==> src/sv/tracker_row_sequencer_defines.svh <==
// Assertion macros for the row sequencer
`ifndef TRACKER_ROW_SEQUENCER_DEFINES_SVH
`define TRACKER_ROW_SEQUENCER_DEFINES_SVH

// same-cycle implication
`define TRS_ASSERT_IMPL(label, ante, cons, msg) \
    label: assert property (@(posedge clk) disable iff (!rst_n) (ante) |-> (cons)) \
        else $error(msg);

// next-cycle implication
`define TRS_ASSERT_NEXT(label, ante, cons, msg) \
    label: assert property (@(posedge clk) disable iff (!rst_n) (ante) |=> (cons)) \
        else $error(msg);

`endif

==> src/sv/trs_pkg.sv <==
package trs_pkg;

    typedef enum logic [2:0] {
        OP_TICK       = 3'd0,
        OP_START      = 3'd1,
        OP_STOP       = 3'd2,
        OP_REPLAY     = 3'd3,
        OP_JAM        = 3'd4,
        OP_WRITE_CELL = 3'd5
    } op_t;

    typedef enum logic [2:0] {
        CMD_NONE  = 3'd0,
        CMD_TICK  = 3'd1,
        CMD_START = 3'd2,
        CMD_STOP  = 3'd3,
        CMD_PLAY  = 3'd4,
        CMD_JAM   = 3'd5,
        CMD_WRITE = 3'd6
    } cmd_kind_t;

    typedef struct packed {
        logic [7:0] param;
        logic [3:0] effect;
        logic [7:0] patch;
        logic [7:0] note;
    } cell_t;

    typedef struct packed {
        cmd_kind_t  kind;
        logic [5:0] row;
        logic [2:0] channel;
        logic       sounding;
        cell_t      entry;
    } cmd_t;

    typedef struct packed {
        logic        is_playing;
        logic [5:0]  cur_row;
        logic        key_on;
        logic [10:0] freq_number;
        logic [2:0]  octave_block;
        logic        set_note;
        logic [7:0]  load_patch;
        logic        key_off;
        logic        full_release;
        logic [2:0]  out_channel;
    } out_t;

    localparam logic [7:0] NOTE_EMPTY  = 8'h00;
    localparam logic [7:0] NOTE_OFF    = 8'hff;
    localparam logic [3:0] EFF_TEMPO   = 4'hf;
    localparam logic [7:0] PARAM_HALT  = 8'h00;
    localparam logic [7:0] SPEED_RESET = 8'd6;
    localparam int         SEMITONES   = 12;
    localparam int         RECIP_12    = 171;

    function automatic logic [10:0] fnum_lookup(input logic [3:0] semi);
        logic [10:0] f;
        case (semi)
            4'd0:    f = 11'd617;
            4'd1:    f = 11'd653;
            4'd2:    f = 11'd692;
            4'd3:    f = 11'd733;
            4'd4:    f = 11'd777;
            4'd5:    f = 11'd823;
            4'd6:    f = 11'd872;
            4'd7:    f = 11'd924;
            4'd8:    f = 11'd979;
            4'd9:    f = 11'd1037;
            4'd10:   f = 11'd1099;
            4'd11:   f = 11'd1164;
            default: f = 11'd0;
        endcase
        return f;
    endfunction

    function automatic logic sounding_note(input logic [7:0] note);
        return (note != NOTE_EMPTY) && (note != NOTE_OFF);
    endfunction

    function automatic out_t make_out(
        input logic [2:0] ch,
        input logic       hr,
        input logic       ko,
        input logic [7:0] patch,
        input logic       sn,
        input logic [7:0] note,
        input logic       kon,
        input logic [5:0] row,
        input logic       play
    );
        out_t        o;
        logic [7:0]  m;
        logic [15:0] prod;
        logic [4:0]  q;
        logic [7:0]  semi;
        m    = note - 8'd1;
        prod = 16'(m) * 16'(RECIP_12);
        q    = prod[15:11];
        semi = m - 8'(8'(q) * 8'(SEMITONES));
        o.out_channel  = ch;
        o.full_release = hr;
        o.key_off      = ko;
        o.load_patch   = patch;
        o.set_note     = sn;
        o.octave_block = sn ? q[2:0] : 3'd0;
        o.freq_number  = sn ? fnum_lookup(semi[3:0]) : 11'd0;
        o.key_on       = kon;
        o.cur_row      = row;
        o.is_playing   = play;
        return o;
    endfunction

endpackage

==> src/sv/trs_cmd_queue.sv <==
module trs_cmd_queue
    import trs_pkg::*;
(
    input  logic clk,
    input  logic rst_n,
    input  logic push,
    input  cmd_t push_data,
    output logic ready,
    input  logic pop,
    output logic valid,
    output cmd_t pop_data
);

    cmd_t       entry_reg [2];
    logic       wr_ptr_reg;
    logic       rd_ptr_reg;
    logic [1:0] count_reg;

    assign ready    = count_reg != 2'd2;
    assign valid    = count_reg != 2'd0;
    assign pop_data = entry_reg[rd_ptr_reg];

    always_ff @(posedge clk)
    begin
        if (push)
        begin
            entry_reg[wr_ptr_reg] <= push_data;
        end
    end

    always_ff @(posedge clk or negedge rst_n)
    begin
        if (!rst_n)
        begin
            wr_ptr_reg <= 1'b0;
            rd_ptr_reg <= 1'b0;
            count_reg  <= 2'd0;
        end
        else
        begin
            if (push)
            begin
                wr_ptr_reg <= !wr_ptr_reg;
            end
            if (pop)
            begin
                rd_ptr_reg <= !rd_ptr_reg;
            end
            if (push && !pop)
            begin
                count_reg <= count_reg + 2'd1;
            end
            else if (pop && !push)
            begin
                count_reg <= count_reg - 2'd1;
            end
        end
    end

endmodule

==> config.mk <==
export PLATFORM = sky130hd
export DESIGN_NAME = trs_cmd_queue
export DESIGN_NICKNAME = d
export VERILOG_FILES = /design/src/sv/tracker_row_sequencer_defines.svh /design/src/sv/trs_pkg.sv /design/src/sv/trs_cmd_queue.sv
export SDC_FILE = /design/constraint.sdc
export NUM_CORES = 1
export LEC_CHECK = 0
export BUFFER_PORTS_ARGS = -buffer_cell sky130_fd_sc_hd__clkbuf_2
export CORE_ASPECT_RATIO = 0.7
export CORE_MARGIN = 1
export CORE_UTILIZATION = 58
export CTS_BUF_LIST = sky130_fd_sc_hd__clkbuf_8
export DETAILED_ROUTE_END_ITERATION = 10
export HOLD_SLACK_MARGIN = 0.12
export PLACE_DENSITY = 0.94
export SLEW_MARGIN = 20
export SYNTH_ARGS = -nofsm -noshare
export SYNTH_HDL_FRONTEND = slang
export SYNTH_SLANG_ARGS = --single-unit
export TNS_END_PERCENT = 100
==> constraint.sdc <==
create_clock -name clk -period 6.4 [get_ports clk]
set_input_delay 0.32 -clock clk [delete_from_list [all_inputs] [get_ports clk]]
set_output_delay 0.32 -clock clk [all_outputs]
set_load 0.01 [all_outputs]
Word level (Yosys, flattened, before mapping)
Memory sizes are Yosys's and may differ from the RTL's. Index checks and enable logic that the tools add are counted. Widths: inputs -> output; s select.

Multiplexer cells: 4. Add/sub/neg operators: 2. Reductions and logical operators: 8. Eq/ne operators: 1.

Operators with widths (number): $logic_not 1->1 (4); $mux 2 (2); $reduce_bool 2->1 (2); $add 2x1->2 const B (1); $logic_and 1x1->1 (2); $mux 1 (2); $ne 2x2->1 const B (1); $sub 2x1->2 const B (1).

Logic and storage cells: 19. Input port bits: 45. Memories kept: 1. Memory bits (writable): 82. Bits in registers: 4.

Memory list: entry_reg (words 2, width 41, rd ports 1, clocked after Yosys merged registers in 0, write ports 1, RTL line trs_cmd_queue.sv:14) `cmd_t entry_reg [2];`.

Longest topological paths before layout
Word-level depth: 4. Depth in mapped cells: 5.

Worst setup path after synthesis
OpenSTA, ideal clock, no wires.

Path type: register to register. Start point: reg wr_ptr_reg. End point: mem entry_reg[0][0] (netlist bit) (enable). Arrival: 2.237 ns. Cell stages (with the launch flop): 2. Setup slack: 3.719 ns. Setup time: 0.444 ns. Cells stage by stage: dfrtp_1 -> nor2b_1.

RTL lines: start: declaration (RTL line trs_cmd_queue.sv:15) `logic wr_ptr_reg;`; start signal: assignment (RTL line trs_cmd_queue.sv:43) `wr_ptr_reg <= !wr_ptr_reg;`; end: declaration (RTL line trs_cmd_queue.sv:14).

Straight into the memory's write port.

==> reports/metrics.csv <==
metric,value,unit
drtAntennaViolNets,0,
fin_area,4040,um^2
gate_count_of_the_mapped_netlist,144,
synth-warning-count,0,
area.sequential,2560,um^2
max-clock-path-buffers,2,
ff2ff_setup_slack,4.76,ns
drt-initial-drc-count,77,
route.layer.met1.wl,2170,um
final.period_utilization,38.4,%
antenna_cells_inserted,0,
final_hold_violating_endpoints,0,
topRoutingLayerUsed,met4,
gp_congestion,0.674,
crit_path_end_kind,output pin,
clk_pin_slew_worst_paths,0.08,ns
timing.fmax,0.407,GHz
leading_cell_type_in_the_layout_fill_and_taps_excluded,clkbuf_2,
start_kind,flip-flop,
cell_area_after_technology_mapping,3350,um^2
worst_ep_required_time,6.08,ns
detailroute.via_count,1600,
leakage_component_of_the_power,1.69,nW
die_width,92.8,um
slew_viol_final,0,
worst_ir_drop_vdd,0.264,mV
cp_data_arrival_time,2.14,ns
library_cell_occupying_the_most_area_in_the_post_synthesis_netlist,edfxtp_1,
worst_skew_pair.late_latency,0.34,ns
routed_via_density,5.06,
power.density_cell_area,432,nW/um^2
num-fill-cells,339,
cts_tree,done,
final_cell_mix,"clkbuf_2, edfxtp_1, mux2_4",
synth.yosys.seq_area_share,76.5,%
crit_start,rd_ptr_reg,
hold_path.startpoint,push_data[40],
core,5400,um^2
pin_count_of_the_biggest_net_entering_global_routing,42,
largest_register_ff_count,82,
grt_overflow,0,
cap_viol_max_count,0,
post-cts-setup-buffers,0,
area_delta_synth_final,20.7,%
drive_gt1_share,59.8,%
nets,286,
drc,0,
fin_setup_tns,0,ns
groute.usage.overall,18.6,%
crit_fanout,22,
slew_headroom,35.3,%
synth.ff_latch_count,86,
io_pins,88,
grt_setup_unrepaired,no,
drt-pass1-iter-count,4,
post_cts.resized_instances,0,
fin_skew,0.00576,ns
cts_htree_levels,3,
synth_fp_nets,190,
holdCritPathClass,input pin to flip-flop,
multi_input_comb_area,702,um^2
port_buffers,87,
row_count,22,
ctsRootBufferMaster,clkbuf_8,
max_slew.worst_pin.slew,0.971,ns
initial_core_util,62.1,%
wire_per_inst,16.7,um
setup-violations-final,0,
netlist-cell-type-count,15,
synth_top_cells_by_area,"edfxtp_1, mux2_4, dfrtp_1",
place.detailed.hpwl,3560,um
wl_met2,2690,um
outcome,finished clean,
worst-setup-path-type,flip-flop to output pin,
chip_height,65.6,um
rr_startpoint,wr_ptr_reg,
clock-sinks,86,
synthesis.area_per_instance,23.3,um^2
proportion_of_netlist_area_held_by_the_largest_area_contributor,73.5,%
met3_length,402,um
grt_pass1_wl,8000,um
numCtsBuffers,9,
dpl_cell_area,3800,um^2
antenna_violations_before_repair,0,
detail_route.wirelength,5280,um
floorplan.die_area,6090,um^2
ctsHoldBuffers,1,
post-route-min-period,2.46,ns
vias_in_the_first_global_route,1635,
cell type report:
class | instances | share of cell area, %
inverter | 1 | 0.0928
multi-input combinational | 52 | 17.4
clock buffer | 9 | 3.06
sequential | 86 | 63.4
tap | 72 | 2.23
clock inverter | 6 | 1.98
timing repair buffer | 90 | 11.9
routing by layer:
layer | vias to the layer above | track usage (%)
met2 | 73 | 32.0
met4 | 0 | 3.46
met5 | - | 0
met1 | 775 | 22.1
met3 | 3 | 8.22
li1 | 749 | -
final timing paths:
check,depth (start not counted),to
setup / recovery,3,pop_data[33]
hold reg to reg,1,count_reg[1]
hold / removal,1,entry_reg[0][40]
min in group asynchronous,2,count_reg[1]
max in group asynchronous,2,rd_ptr_reg
setup reg to reg,1,entry_reg[1][39]
report_power, final:
part	switching, mW	internal, mW	leakage (nW)
Combinational	0.248	0.294	0.761
Sequential	0.0716	0.750	0.815
Clock	0.169	0.214	0.109
Total	0.489	1.26	1.69
kinds of logic after synthesis:
group	share of synthesized area [%]
and+or+nand+nor	0.859
buffers and inverters	2.84
xor gates and xnor gates	1.31
DFF	76.5
muxes	18.1
adders and majority gates	0.373
synthesized netlist by cell type, drive strengths merged:
library cell,instances
ha,1
xor2,4
and2,1
edfxtp,82
dfrtp,4
xnor2,1
nand2b,1
nor2b,1
inv,1
nor2,1
mux2,41
or2,1
buf,5
stage by stage:
step / worst slack (ns) / utilization, % / hold slack [ns] / power (mW) / cells
2_1_floorplan: 3.72 / - / 0.0244 / 1.24 / 144
3_3_place_gp: 4.32 / 70.5 / 0.129 / 1.35 / 299
3_5_place_dp: 4.28 / 70.5 / 0.130 / 1.37 / 299
5_1_grt: 3.85 / 75.0 / 0.142 / 1.83 / 316
4_1_cts: 3.90 / 74.4 / 0.147 / 1.76 / 315
6_report: 3.94 / 75.0 / 0.163 / 1.75 / 316
worst max-delay path, cell delays in order, from the launching register on:
cell and delay [ns]:
dfrtp_2 0.78, buf_4 0.49, mux2_2 0.39, clkbuf_2 0.13
(Power assumes the default switching activity.)
