**src/sv/tracker_row_sequencer_defines.svh**
```systemverilog
// Assertion macros for the row sequencer
`ifndef TRACKER_ROW_SEQUENCER_DEFINES_SVH
`define TRACKER_ROW_SEQUENCER_DEFINES_SVH

// same-cycle implication
`define TRS_ASSERT_IMPL(label, ante, cons, msg) \
    label: assert property (@(posedge clk) disable iff (!rst_n) (ante) |-> (cons)) \
        else $error(msg);

// next-cycle implication
`define TRS_ASSERT_NEXT(label, ante, cons, msg) \
    label: assert property (@(posedge clk) disable iff (!rst_n) (ante) |=> (cons)) \
        else $error(msg);

`endif

```
**src/sv/trs_pkg.sv**
```systemverilog
package trs_pkg;

    typedef enum logic [2:0] {
        OP_TICK       = 3'd0,
        OP_START      = 3'd1,
        OP_STOP       = 3'd2,
        OP_REPLAY     = 3'd3,
        OP_JAM        = 3'd4,
        OP_WRITE_CELL = 3'd5
    } op_t;

    typedef enum logic [2:0] {
        CMD_NONE  = 3'd0,
        CMD_TICK  = 3'd1,
        CMD_START = 3'd2,
        CMD_STOP  = 3'd3,
        CMD_PLAY  = 3'd4,
        CMD_JAM   = 3'd5,
        CMD_WRITE = 3'd6
    } cmd_kind_t;

    typedef struct packed {
        logic [7:0] param;
        logic [3:0] effect;
        logic [7:0] patch;
        logic [7:0] note;
    } cell_t;

    typedef struct packed {
        cmd_kind_t  kind;
        logic [5:0] row;
        logic [2:0] channel;
        logic       sounding;
        cell_t      entry;
    } cmd_t;

    typedef struct packed {
        logic        is_playing;
        logic [5:0]  cur_row;
        logic        key_on;
        logic [10:0] freq_number;
        logic [2:0]  octave_block;
        logic        set_note;
        logic [7:0]  load_patch;
        logic        key_off;
        logic        full_release;
        logic [2:0]  out_channel;
    } out_t;

    localparam logic [7:0] NOTE_EMPTY  = 8'h00;
    localparam logic [7:0] NOTE_OFF    = 8'hff;
    localparam logic [3:0] EFF_TEMPO   = 4'hf;
    localparam logic [7:0] PARAM_HALT  = 8'h00;
    localparam logic [7:0] SPEED_RESET = 8'd6;
    localparam int         SEMITONES   = 12;
    localparam int         RECIP_12    = 171;

    function automatic logic [10:0] fnum_lookup(input logic [3:0] semi);
        logic [10:0] f;
        case (semi)
            4'd0:    f = 11'd617;
            4'd1:    f = 11'd653;
            4'd2:    f = 11'd692;
            4'd3:    f = 11'd733;
            4'd4:    f = 11'd777;
            4'd5:    f = 11'd823;
            4'd6:    f = 11'd872;
            4'd7:    f = 11'd924;
            4'd8:    f = 11'd979;
            4'd9:    f = 11'd1037;
            4'd10:   f = 11'd1099;
            4'd11:   f = 11'd1164;
            default: f = 11'd0;
        endcase
        return f;
    endfunction

    function automatic logic sounding_note(input logic [7:0] note);
        return (note != NOTE_EMPTY) && (note != NOTE_OFF);
    endfunction

    function automatic out_t make_out(
        input logic [2:0] ch,
        input logic       hr,
        input logic       ko,
        input logic [7:0] patch,
        input logic       sn,
        input logic [7:0] note,
        input logic       kon,
        input logic [5:0] row,
        input logic       play
    );
        out_t        o;
        logic [7:0]  m;
        logic [15:0] prod;
        logic [4:0]  q;
        logic [7:0]  semi;
        m    = note - 8'd1;
        prod = 16'(m) * 16'(RECIP_12);
        q    = prod[15:11];
        semi = m - 8'(8'(q) * 8'(SEMITONES));
        o.out_channel  = ch;
        o.full_release = hr;
        o.key_off      = ko;
        o.load_patch   = patch;
        o.set_note     = sn;
        o.octave_block = sn ? q[2:0] : 3'd0;
        o.freq_number  = sn ? fnum_lookup(semi[3:0]) : 11'd0;
        o.key_on       = kon;
        o.cur_row      = row;
        o.is_playing   = play;
        return o;
    endfunction

endpackage

```
**src/sv/trs_front.sv**
```systemverilog
module trs_front
    import trs_pkg::*;
#(
    parameter int ROWS     = 64,
    parameter int CHANNELS = 6
)
(
    input  logic        s_tvalid,
    output logic        s_tready,
    input  logic [39:0] s_tdata,   // row_index, channel, note_code, patch_number, effect_code, effect_param
    input  logic [2:0]  s_tuser,   // op
    input  logic        accept_en,
    input  logic        q_ready,
    output logic        q_push,
    output cmd_t        q_data
);

    function automatic logic [5:0] row_wrap(input logic [5:0] r);
        logic [8:0] v;
        v = 9'(r);
        for (int k = 5; k >= 0; k--)
        begin
            if (int'(v) >= (ROWS << k))
            begin
                v = 9'(int'(v) - (ROWS << k));
            end
        end
        return v[5:0];
    endfunction

    logic [2:0] ch;
    logic       ch_ok;
    op_t        op;

    assign op       = op_t'(s_tuser);
    assign ch       = s_tdata[8:6];
    assign ch_ok    = 32'(ch) < CHANNELS;
    assign s_tready = q_ready && accept_en;
    assign q_push   = s_tvalid && s_tready;

    always_comb
    begin
        q_data.row          = row_wrap(s_tdata[5:0]);
        q_data.channel      = ch;
        q_data.entry.note   = s_tdata[16:9];
        q_data.entry.patch  = s_tdata[24:17];
        q_data.entry.effect = s_tdata[28:25];
        q_data.entry.param  = s_tdata[36:29];
        q_data.sounding     = sounding_note(s_tdata[16:9]);
        unique case (op)
            OP_TICK:       q_data.kind = CMD_TICK;
            OP_START:      q_data.kind = CMD_START;
            OP_STOP:       q_data.kind = CMD_STOP;
            OP_REPLAY:     q_data.kind = CMD_PLAY;
            OP_JAM:        q_data.kind = ch_ok ? CMD_JAM : CMD_NONE;
            OP_WRITE_CELL: q_data.kind = ch_ok ? CMD_WRITE : CMD_NONE;
            default:       q_data.kind = CMD_NONE;
        endcase
    end

endmodule

```
**config.mk**
```make
export PLATFORM = sky130hd
export DESIGN_NAME = trs_front
export DESIGN_NICKNAME = d
export VERILOG_FILES = /design/src/sv/tracker_row_sequencer_defines.svh /design/src/sv/trs_pkg.sv /design/src/sv/trs_front.sv
export SDC_FILE = /design/constraint.sdc
export NUM_CORES = 1
export LEC_CHECK = 0
export BUFFER_PORTS_ARGS = -buffer_cell sky130_fd_sc_hd__clkbuf_2
export CAP_MARGIN = 40
export CELL_PAD_IN_SITES_DETAIL_PLACEMENT = 0
export CELL_PAD_IN_SITES_GLOBAL_PLACEMENT = 1
export CORE_UTILIZATION = 10
export DETAILED_ROUTE_END_ITERATION = 16
export PLACE_DENSITY = 0.84
export SLEW_MARGIN = 40
export SYNTH_ARGS = -nofsm -noshare
export SYNTH_HDL_FRONTEND = slang
export SYNTH_SLANG_ARGS = --single-unit
```
**constraint.sdc**
```tcl
create_clock -name vclk -period 0.8
set_input_delay 0.24 -clock vclk [all_inputs]
set_output_delay 0.24 -clock vclk [all_outputs]
set_load 0.02 [all_outputs]
```
# [Yosys cells after proc, flatten, opt, wreduce, memory -nomap -nowiden]
# Cells that the tools add are included.
# W data, S select, Z words.
[word_totals] register_bits=0 latch_bits=0 ramBits=0 rom_bits=0 input_bits=46 output_inout_bits=43 elab_cells=15 memories=0
[op_classes] n_addsub=0 mul=0 n_div=0 n_lt_le_gt_ge=1 n_eq_ne=6 shift=0 n_mux=3 bitwise_logic=0 reduce_logical=5
[op_table] operator="$pmux W3 S6" count=1
[op_table] operator="$ne A8 B8 Y1 const B" count=1
[op_table] operator="$reduce_bool A8 Y1" count=1
[op_table] operator="$eq A3 B2 Y1 const B" count=2
[op_table] operator="$eq A3 B3 Y1 const B" count=2
[op_table] operator="$mux W3" count=2
[op_table] operator="$eq A3 B1 Y1 const B" count=1
[op_table] operator="$logic_and A1 B1 Y1" count=3
[op_table] operator="$logic_not A3 Y1" count=1
[op_table] operator="$lt A3 B3 Y1 const B" count=1

# [Logic depth before layout (Yosys ltp)]
# Gate-level depths: netlist of run 1.
[logic_depth] ltp_word=3 depth_mapped=3 ltp_nobuf=3

# [Worst setup path before layout of run 1]
# Ideal clock, no wire load.
[synth_timing] path_kind="input to output" from="input port s_tdata[8]" to="output port q_data[38] in the netlist's numbering" arrival_time_ns=0.801 required_ns=0.560 slack_ns=-0.241 cell_stages=3 path_buffers=0 cell_sequence="a21oi_2 -> inv_2 -> a21oi_1"
[synth_lines] item="start, declared" line_no="trs_front.sv:10" text="input logic [39:0] s_tdata,"
[synth_lines] item="end, declared" line_no="trs_front.sv:15" text="output cmd_t q_data"

==> results of run 1 <==
worst min-delay path by stage:
stage           startpoint          to  slack [ns]  depth (start not counted)
3_3_place_gp   s_tdata[22]  q_data[13]        0.48                          0
4_1_cts        s_tdata[22]  q_data[13]        0.48                          0
6_report       s_tdata[30]  q_data[21]        0.48                          0
3_5_place_dp   s_tdata[22]  q_data[13]        0.48                          0
2_1_floorplan   s_tuser[0]  q_data[38]        0.51                          1
5_1_grt        s_tdata[31]  q_data[22]        0.48                          0
final cells by class:
cell class	count	area, um^2
fillers	388	2860
repair buffers	34	338
well taps	46	57.6
inverters	1	3.75
multi-input cells	16	186
kinds of logic (layout without fill, tap and decap cells):
| family | count (synthesis) | after routing | share of synthesized area |
|---|---|---|---|
| AND/OR/NAND/NOR | 10 | 10 | 0.141 |
| buffers and inverters | 38 | 35 | 0.758 |
| AO/OA/AOI/OAI | 5 | 5 | 0.0774 |
| XOR/XNOR | 1 | 1 | 0.0236 |
stage by stage:
stage / worst slack [ns] / cells
floorplan: -0.0700 / 54
global route: -0.344 / 97
detailed placement: -0.361 / 97
global placement: -0.350 / 97
CTS: -0.312 / 97
finish: -0.307 / 97
routing by layer:
metal	GRT usage	wire length, um	up-vias	part of all wire
met5	0	0	-	0
met4	0.00872	14	0	0.018
met3	0.0109	107	6	0.14
met2	0.0780	445	33	0.58
met1	0.0259	194	149	0.25
li1	-	-	135	-
timing repair:
action                     4_1_cts  5_1_grt
pin swaps                        3        8
setup endpoints to repair        8        9
resized for setup               25       26
power by group:
group          switching, mW  internal, mW  leakage, nW
clock network              0             0            0
registers                  0             0            0
logic                  0.156         0.186        0.244
critical path: stages:
cell,delay [ns]
buf_8,0.10
nor4_4,0.28
a21oi_2,0.09
clkbuf_8,0.16
cells in the mapped netlist:
library cell   n  area (um^2)
nor2_1         1         3.75
a21oi_2        1         8.76
a21oi_1        2         10.0
inv_2          1         3.75
and2_1         1         6.26
and3_1         1         6.26
nor4_1         2         12.5
nand2_1        3         11.3
nand4_1        2         12.5
o21ai_1        2         10.0
xnor2_1        1         8.76
buf_4         37          278
==> summary.txt, run 1 <==
Timing
  – Final Hold Viols: 0
  – Period minus WS final: 1.11 ns
  – RSZ-0062 raised after global routing: yes
  – Setup TNS: -1.16 ns
  – Slew Limit Fails: 0
  – Worst Hold Slack: 0.480 ns
  – Worst-Margin Slew: 0.218 ns
  – Period utilization: 1.38
  – Max Clk Rate: 904 MHz
  – Slew headroom: 0.854
  – Setup ws final: -0.307 ns
  – Setup violations, final: 7

Yosys
  – Mapped Nets: 100
  – Cell count after synthesis: 54
  – Syn Area/Cell: 6.88 um^2
  – Distinct cells, synth: 12
  – Sequential cell area fraction in the yosys report: 0
  – Ys Warns: 0
  – Synthesized area: 372 um^2

Critical path
  – Critical Path RT: 0.56 ns
  – Crit path to: q_data[28]
  – Worst setup EP type: output pin
  – Worst setup startpoint: s_tdata[12]
  – CP startpoint kind: input port
  – Worst EP arrival: 0.87 ns
  – Setup CP Type: in2out
  – Critical Path Fanout Max: 3

Run status
  – Status: finished, violations left
  – Failing checks: negative setup slack

Finish
  – Number of flip-flops and latches: 0
  – Antenna Cells: 0
  – Fin nets: 99
  – Commonest non-fill, non-tap cells in the layout: 13 x clkbuf_2, 9 x buf_8, 6 x buf_6
  – Clkbuf count: 0
  – P&R area growth vs syn: 57.6%
  – Register Area: 0 um^2
  – Cell area after layout: 586 um^2
  – Most common cell after layout, fill and taps aside: clkbuf_2
  – Layout cells sized above 1: 0.902
  – Final core utilization: 0.170

Pwr
  – Leakage Power: 0.244 nW
  – Power Dens Cells: 583 mW/mm^2
  – Worst vdd ir: 170 uV
  – Overall power: 0.342 mW

Detailed routing
  – DRC: 0
  – WL/cell: 7.86 um
  – Via-to-Cell Ratio: 3.33
  – Routed WL: 762 um
  – DR vias: 323
  – Post-route ant nets: 0
  – Initial DRT Pass Iterations: 1
  – DR iter-0 viols: 0

Placement
  – Post-DP Area: 413 um^2
  – Post-DP HPWL: 592 um
  – PortBufs: 32
  – Final GP Congestion: 0.578

Clocking
  – Cts hold-fix bufs: 0
  – Post-CTS Setup Bufs: 0

Floorplanning
  – Initial core utilization: 0.108
  – Die Area: 0.00396 mm^2
  – Die H: 63.0 um
  – Core area: 0.00344 mm^2
  – Core Rows: 21
  – Die width: 63.0 um
  – IO Pins: 89

GRT
  – Grt ovf: 0
  – Largest net degree at the start of global routing: 5
  – Total Routing Usage GR: 0.0345
  – Antenna violations before repair: 0
  – First-pass GRT wire length: 1.19 mm
  – Number of global-route vias before repair: 282

Flow run
  – Max-Cap Viols: 0

Worst hold path
  – Worst Hold Class: in2out
Power figures use the tool's default switching activity.
==> run 2, diff against run 1 <==
--- a/config.mk
+++ b/config.mk
@@ -9,9 +9,9 @@
 export CAP_MARGIN = 40
 export CELL_PAD_IN_SITES_DETAIL_PLACEMENT = 0
 export CELL_PAD_IN_SITES_GLOBAL_PLACEMENT = 1
-export CORE_UTILIZATION = 10
+export CORE_UTILIZATION = 13
 export DETAILED_ROUTE_END_ITERATION = 16
-export PLACE_DENSITY = 0.84
+export PLACE_DENSITY = 0.95
 export SLEW_MARGIN = 40
 export SYNTH_ARGS = -nofsm -noshare
 export SYNTH_HDL_FRONTEND = slang
==> constraint.sdc (replaced) <==
create_clock -name vclk -period 1.3
set_input_delay 0.39 -clock vclk [all_inputs]
set_output_delay 0.39 -clock vclk [all_outputs]
set_load 0.02 [all_outputs]
==> run 2 against run 1 <==
- the flow still finishes with violations (negative setup slack)
- design area decreased by 24%
- clock-buffer cell count is the same
- non-clock buffer count increased by 4
- via count grew 7.1%
- critical path depth stayed put
- combinational power decreased by 52%
- total power fell by 52%
- worst hold slack gained 0.30 ns
- critical endpoint unchanged
- largest cell class unchanged
- largest power group unchanged
==> summary.txt, run 2 (synthesis results as in run 1) <==
Run status
  – Status: finished, violations left (unchanged)
  – Failing checks: negative setup slack (unchanged)

Finish
  – P&R area growth vs syn: 19.9% (was 57.6%)
  – Layout cells sized above 1: 0.782 (was 0.902)
  – Cell area after layout: 445 um^2 (was 586 um^2)
  – Antenna Cells: 0 (unchanged)
  – Commonest non-fill, non-tap cells in the layout: 21 x clkbuf_2, 9 x buf_4, 5 x buf_6 (was 13 x clkbuf_2, 9 x buf_8, 6 x buf_6)
  – Register Area: 0 um^2 (unchanged)
  – Fin nets: 103 (was 99)
  – Number of flip-flops and latches: 0 (unchanged)
  – Final core utilization: 0.163 (was 0.170)
  – Clkbuf count: 0 (unchanged)
  – Most common cell after layout, fill and taps aside: clkbuf_2 (unchanged)

Timing
  – Slew Limit Fails: 0 (unchanged)
  – Setup TNS: -0.240 ns (was -1.16 ns)
  – Setup violations, final: 4 (was 7)
  – RSZ-0062 raised after global routing: yes (unchanged)
  – Period minus WS final: 1.40 ns
  – Setup ws final: -0.0991 ns (was -0.307 ns)
  – Final Hold Viols: 0 (unchanged)
  – Max Clk Rate: 715 MHz
  – Worst-Margin Slew: 0.193 ns (was 0.218 ns)
  – Period utilization: 1.08
  – Slew headroom: 0.871 (was 0.854)

GRT
  – Met3 Usage GRT: 0.00468 (was 0.0109)
  – Grt ovf: 0 (unchanged)
  – Number of global-route vias before repair: 244 (was 282)
  – Global Route met1 Usage: 0.0214 (was 0.0259)
  – Top Usage Layer GRT: met2 (unchanged)
  – Met2 usage: 0.0723 (was 0.0780)
  – First-pass GRT wire length: 931 um (was 1.19 mm)
  – Total Routing Usage GR: 0.0352 (was 0.0345)
  – Antenna violations before repair: 0 (unchanged)
  – Largest net degree at the start of global routing: 5 (unchanged)

Detailed routing
  – DR vias: 346 (was 323)
  – Post-route ant nets: 0 (unchanged)
  – Routed WL: 759 um (was 762 um)
  – DR iter-0 viols: 9 (was 0)
  – WL/cell: 8.83 um (was 7.86 um)
  – DRC: 0 (unchanged)
  – Initial DRT Pass Iterations: 2 (was 1)
  – Via-to-Cell Ratio: 4.02 (was 3.33)

Worst hold path
  – Worst Hold Launch: s_tdata[30] (unchanged)
  – Worst Hold Class: in2out (unchanged)

Critical path
  – CP startpoint kind: input port (unchanged)
  – Worst EP arrival: 1.01 ns (was 0.87 ns)
  – Worst setup startpoint: s_tdata[15] (was s_tdata[12])
  – CP bufs+invs: 2 (unchanged)
  – Worst path slowest cell: nor4_4 (unchanged)
  – Worst setup EP type: output pin (unchanged)
  – Max incr delay on CP: 0.26 ns (was 0.28 ns)
  – Setup CP Type: in2out (unchanged)
  – Critical Path RT: 0.91 ns (was 0.56 ns)
  – Largest delay share family, worst path: buffers and inverters (was simple AND/OR/NAND/NOR gates)
  – Crit path to: q_data[28] (unchanged)
  – Stages on worst setup path: 4 (unchanged)
  – Critical Path Fanout Max: 3 (unchanged)
  – Crit path cell chain: buf_6 > nor4_4 > a21oi_1 > buf_4 (was buf_8 > nor4_4 > a21oi_2 > clkbuf_8)

Floorplanning
  – IO Pins: 89 (unchanged)
  – Die width: 55.5 um (was 63.0 um)
  – Core Rows: 19 (was 21)
  – Die Area: 0.00308 mm^2 (was 0.00396 mm^2)
  – Die H: 55.5 um (was 63.0 um)
  – Initial core utilization: 0.136 (was 0.108)
  – Core area: 0.00273 mm^2 (was 0.00344 mm^2)

Placement
  – Setup WS pre-CTS: -0.118 ns (was -0.361 ns)
  – PortBufs: 32 (unchanged)
  – Post-DP Area: 342 um^2 (was 413 um^2)
  – Final GP Congestion: 0.644 (was 0.578)
  – Post-DP HPWL: 570 um (was 592 um)

Pwr
  – Leakage Power: 0.217 nW (was 0.244 nW)
  – Power Dens Cells: 365 mW/mm^2 (was 583 mW/mm^2)
  – Worst vdd ir: 107 uV (was 170 uV)

Clocking
  – Post-CTS Setup Bufs: 0 (unchanged)
  – Cts hold-fix bufs: 0 (unchanged)

Flow run
  – Max-Cap Viols: 0 (unchanged)
[run 2: cell count changes in the layout (fill, tap and decap cells not counted), moves of 2 or more]
| cell | delta |
|---|---|
| o21ai_1 | +2 |
| buf_8 | -8 |
| buf_4 | +7 |
| clkbuf_2 | +8 |
| clkbuf_8 | -2 |
[run 2: how the worst min path moves through the flow]
| stage | endpoint | slack [ns] | cells past startpoint |
|---|---|---|---|
| 2_1_floorplan | q_data[38] | 0.82 | 1 |
| 3_3_place_gp | q_data[10] | 0.78 | 0 |
| 3_5_place_dp | q_data[10] | 0.78 | 0 |
| 4_1_cts | q_data[10] | 0.78 | 0 |
| 5_1_grt | q_data[21] | 0.78 | 0 |
| 6_report | q_data[21] | 0.78 | 0 |
[run 2: what timing repair did]
item / 4_1_cts / 5_1_grt
endpoints found under the setup margin: 4 / 4
resized for setup: 7 / 26
pin swaps: 4 / 6
gates cloned: 0 / 0
[run 2: final cells by class]
| cell class | count | area [um^2] |
|---|---|---|
| Fill cell | 306 | 2290 |
| Timing Repair Buffer | 38 | 272 |
| Multi-Input combinational cell | 16 | 131 |
| Tap cell | 31 | 38.8 |
| Inverter | 1 | 3.75 |
[run 2: metal layers]
metal / wire length, um / share of wire
met5: 0 / 0
met2: 396 / 0.52
met1: 171 / 0.23
met4: 66 / 0.087
met3: 124 / 0.16
[run 2: report_power, final]
part           internal [mW]  leakage [nW]  total [mW]  switching, mW
Sequential                 0             0           0              0
Clock                      0             0           0              0
Combinational         0.0799         0.217       0.163         0.0826
Total                 0.0799         0.217       0.163         0.0826
[run 2: stage by stage]
| step | instances | total power, mW | hold slack, ns |
|---|---|---|---|
| floorplan | 54 | 0.198 | 0.822 |
| global placement | 86 | 0.128 | 0.780 |
| detailed placement | 86 | 0.128 | 0.780 |
| CTS | 86 | 0.141 | 0.780 |
| global route | 86 | 0.173 | 0.780 |
| finish | 86 | 0.163 | 0.780 |
==> run 3, diff against run 2 <==
--- a/config.mk
+++ b/config.mk
@@ -5,13 +5,14 @@
 export SDC_FILE = /design/constraint.sdc
 export NUM_CORES = 1
 export LEC_CHECK = 0
-export BUFFER_PORTS_ARGS = -buffer_cell sky130_fd_sc_hd__clkbuf_2
+export ABC_AREA = 1
+export BUFFER_PORTS_ARGS = -buffer_cell sky130_fd_sc_hd__buf_4
 export CAP_MARGIN = 40
 export CELL_PAD_IN_SITES_DETAIL_PLACEMENT = 0
 export CELL_PAD_IN_SITES_GLOBAL_PLACEMENT = 1
 export CORE_UTILIZATION = 13
 export DETAILED_ROUTE_END_ITERATION = 16
-export PLACE_DENSITY = 0.95
+export PLACE_DENSITY = 0.94
 export SLEW_MARGIN = 40
 export SYNTH_ARGS = -nofsm -noshare
 export SYNTH_HDL_FRONTEND = slang
==> constraint.sdc (replaced) <==
create_clock -name vclk -period 1.45
set_input_delay 0.435 -clock vclk [all_inputs]
set_output_delay 0.435 -clock vclk [all_outputs]
set_load 0.02 [all_outputs]
==> run 3 against run 2 <==
- the run now ends clean
- total power is 4.3% lower
- first-iteration DRC count is 11% higher
- area after synthesis increased by 11%
- sequential share of layout area stayed put
- critical path type unchanged
- utilization rose by 0.53 points
- design area is 14% higher
- global-route usage decreased by 0.25 points
- clock-buffer cell count did not move
- combinational power fell by 4%
- die area grew 11%
==> summary.txt, run 3 <==
Timing
  – RSZ-0062 raised after global routing: yes (unchanged)
  – Period minus WS final: 1.41 ns
  – Setup violations, final: 0 (was 4)
  – Final Hold Viols: 0 (unchanged)
  – Period utilization: 0.969
  – Worst Hold Slack: 0.870 ns (was 0.780 ns)
  – Slew Limit Fails: 0 (unchanged)
  – Max Clk Rate: 712 MHz
  – Setup ws final: 0.0447 ns (was -0.0991 ns)
  – Worst-Margin Slew: 0.139 ns (was 0.193 ns)
  – Slew headroom: 0.906 (was 0.871)

GRT
  – Largest net degree at the start of global routing: 4 (was 5)
  – Total Routing Usage GR: 0.0327 (was 0.0352)
  – First-pass GRT wire length: 910 um (was 931 um)
  – Grt ovf: 0 (unchanged)
  – Antenna violations before repair: 0 (unchanged)
  – Number of global-route vias before repair: 224 (was 244)

Placement
  – PortBufs: 32 (unchanged)
  – Post-DP HPWL: 623 um (was 570 um)
  – Final GP Congestion: 0.551 (was 0.644)
  – Setup WS pre-CTS: -0.00549 ns (was -0.118 ns)

Worst hold path
  – Worst Hold Class: in2out (unchanged)

Detailed routing
  – Max layer used: met4 (unchanged)
  – Routed WL: 753 um (was 759 um)
  – DR iter-0 viols: 10 (was 9)
  – WL met1: 244 um (was 171 um)
  – DRC: 0 (unchanged)
  – DR vias: 336 (was 346)
  – WL/cell: 6.97 um (was 8.83 um)
  – Metal3 WL: 165 um (was 124 um)
  – Via-to-Cell Ratio: 3.11 (was 4.02)
  – Initial DRT Pass Iterations: 2 (unchanged)
  – Met2 WL: 323 um (was 396 um)
  – Post-route ant nets: 0 (unchanged)

Critical path
  – CP startpoint kind: input port (unchanged)
  – Worst path slowest cell: buf_4 (was nor4_4)
  – Worst setup EP type: output pin (unchanged)
  – Critical Path Fanout Max: 3 (unchanged)
  – Worst EP arrival: 0.97 ns (was 1.01 ns)
  – Critical Path RT: 1.02 ns (was 0.91 ns)
  – Crit path cell chain: buf_8 > nor2_4 > nand2_2 > nor2_2 > nor2_1 > buf_4 (was buf_6 > nor4_4 > a21oi_1 > buf_4)
  – Setup CP Type: in2out (unchanged)
  – Max incr delay on CP: 0.15 ns (was 0.26 ns)

Yosys
  – Distinct cells, synth: 8 (was 12)
  – Synthesized area: 413 um^2 (was 372 um^2)
  – Syn Area/Cell: 5.98 um^2 (was 6.88 um^2)
  – Cell count after synthesis: 69 (was 54)
  – Sequential cell area fraction in the yosys report: 0 (unchanged)
  – Cell taking the most area after synthesis: buf_4 (unchanged)
  – Mapped Nets: 115 (was 100)
  – Ys Warns: 0 (unchanged)
  – Synth top area cells: buf_4 67%, nand2_1 10%, nor2_1 9.1%, inv_1 6.4%, a21boi_2 2.7% (was buf_4 75%, nand4_1 3.4%, nor4_1 3.4%, nand2_1 3.0%, a21oi_1 2.7%)
  – Area share of the largest cell type after synthesis: 0.673 (was 0.747)
  – Top cells by count, synth: 37 x buf_4, 11 x nand2_1, 10 x nor2_1 (was 37 x buf_4, 3 x nand2_1)
  – Most common cell in the netlist: buf_4 (unchanged)

Run status
  – Status: complete, no violations (was finished, violations left)

Finish
  – Antenna Cells: 0 (unchanged)
  – Register Area: 0 um^2 (unchanged)
  – P&R area growth vs syn: 23.3% (was 19.9%)
  – Layout cells sized above 1: 0.734 (was 0.782)
  – Commonest non-fill, non-tap cells in the layout: 24 x buf_4, 7 x buf_6, 6 x nand2_2 (was 21 x clkbuf_2, 9 x buf_4, 5 x buf_6)
  – Clkbuf count: 0 (unchanged)
  – Number of flip-flops and latches: 0 (unchanged)
  – Fin nets: 112 (was 103)
  – Most common cell after layout, fill and taps aside: buf_4 (was clkbuf_2)

Floorplanning
  – Die H: 58.4 um (was 55.5 um)
  – Die Area: 0.00341 mm^2 (was 0.00308 mm^2)
  – Core area: 0.00303 mm^2 (was 0.00273 mm^2)
  – IO Pins: 89 (unchanged)
  – Initial core utilization: 0.136 (about the same)
  – Die width: 58.4 um (was 55.5 um)
  – Core Rows: 20 (was 19)

Pwr
  – Worst vdd ir: 58.5 uV (was 107 uV)
  – Leakage Power: 0.263 nW (was 0.217 nW)
  – Power Dens Cells: 305 mW/mm^2 (was 365 mW/mm^2)

Flow run
  – Max-Cap Viols: 0 (unchanged)

Clocking
  – Post-CTS Setup Bufs: 0 (unchanged)
-- run 3: cell families after synthesis --
family,Yosys count,synth area share
xor gates and xnor gates,1,0.0212
buffers and inverters,44,0.736
AOI/OAI and AO/OA,2,0.0394
and+or+nand+nor,22,0.203
-- run 3: worst max-delay path: cells and delay by family --
| family | cells | cell delay, ns |
|---|---|---|
| buffers and inverters | 2 | 0.25 |
| and+or+nand+nor | 4 | 0.28 |
-- run 3: metrics by stage --
stage	instance area, um^2	total power, mW	std cells	util	setup TNS [ns]
finish	509	0.156	108	0.168	0
CTS	433	0.136	108	0.143	0
global placement	430	0.133	108	0.142	-0.0112
global route	509	0.166	108	0.168	-0.0201
detailed placement	430	0.135	108	0.142	-0.00549
floorplan	413	0.183	69	-	0
-- run 3: cell type report --
class,instances,area (um^2)
Fill cell,354,2520
Multi-Input combinational cell,25,154
Tap cell,44,55.1
Timing Repair Buffer,32,274
Inverter,7,26.3
-- run 3: worst paths after layout --
kind	depth (start not counted)	endpoint	startpoint	slack, ns
max	6	q_data[28]	s_tdata[10]	0.04
min	0	q_data[10]	s_tdata[19]	0.87
-- run 3: power by group --
| part | total [mW] | switching (mW) | internal [mW] |
|---|---|---|---|
| logic | 0.156 | 0.0749 | 0.0807 |
| clock network | 0 | 0 | 0 |
| registers | 0 | 0 | 0 |
-- run 3: repair_timing --
| action | CTS | global route |
|---|---|---|
| hold endpoints to repair | 0 | 0 |
| hold buffers | 0 | 0 |
| resized for setup | 1 | 25 |
| pin swaps | 0 | 9 |
| gates cloned | 0 | 0 |
| setup endpoints to repair | 1 | 1 |
-- run 3: layer usage --
metal,vias to the layer above,track usage
met5,-,0
met2,40,0.0542
met4,0,0.0102
li1,158,-
met1,132,0.0360
met3,6,0.0176
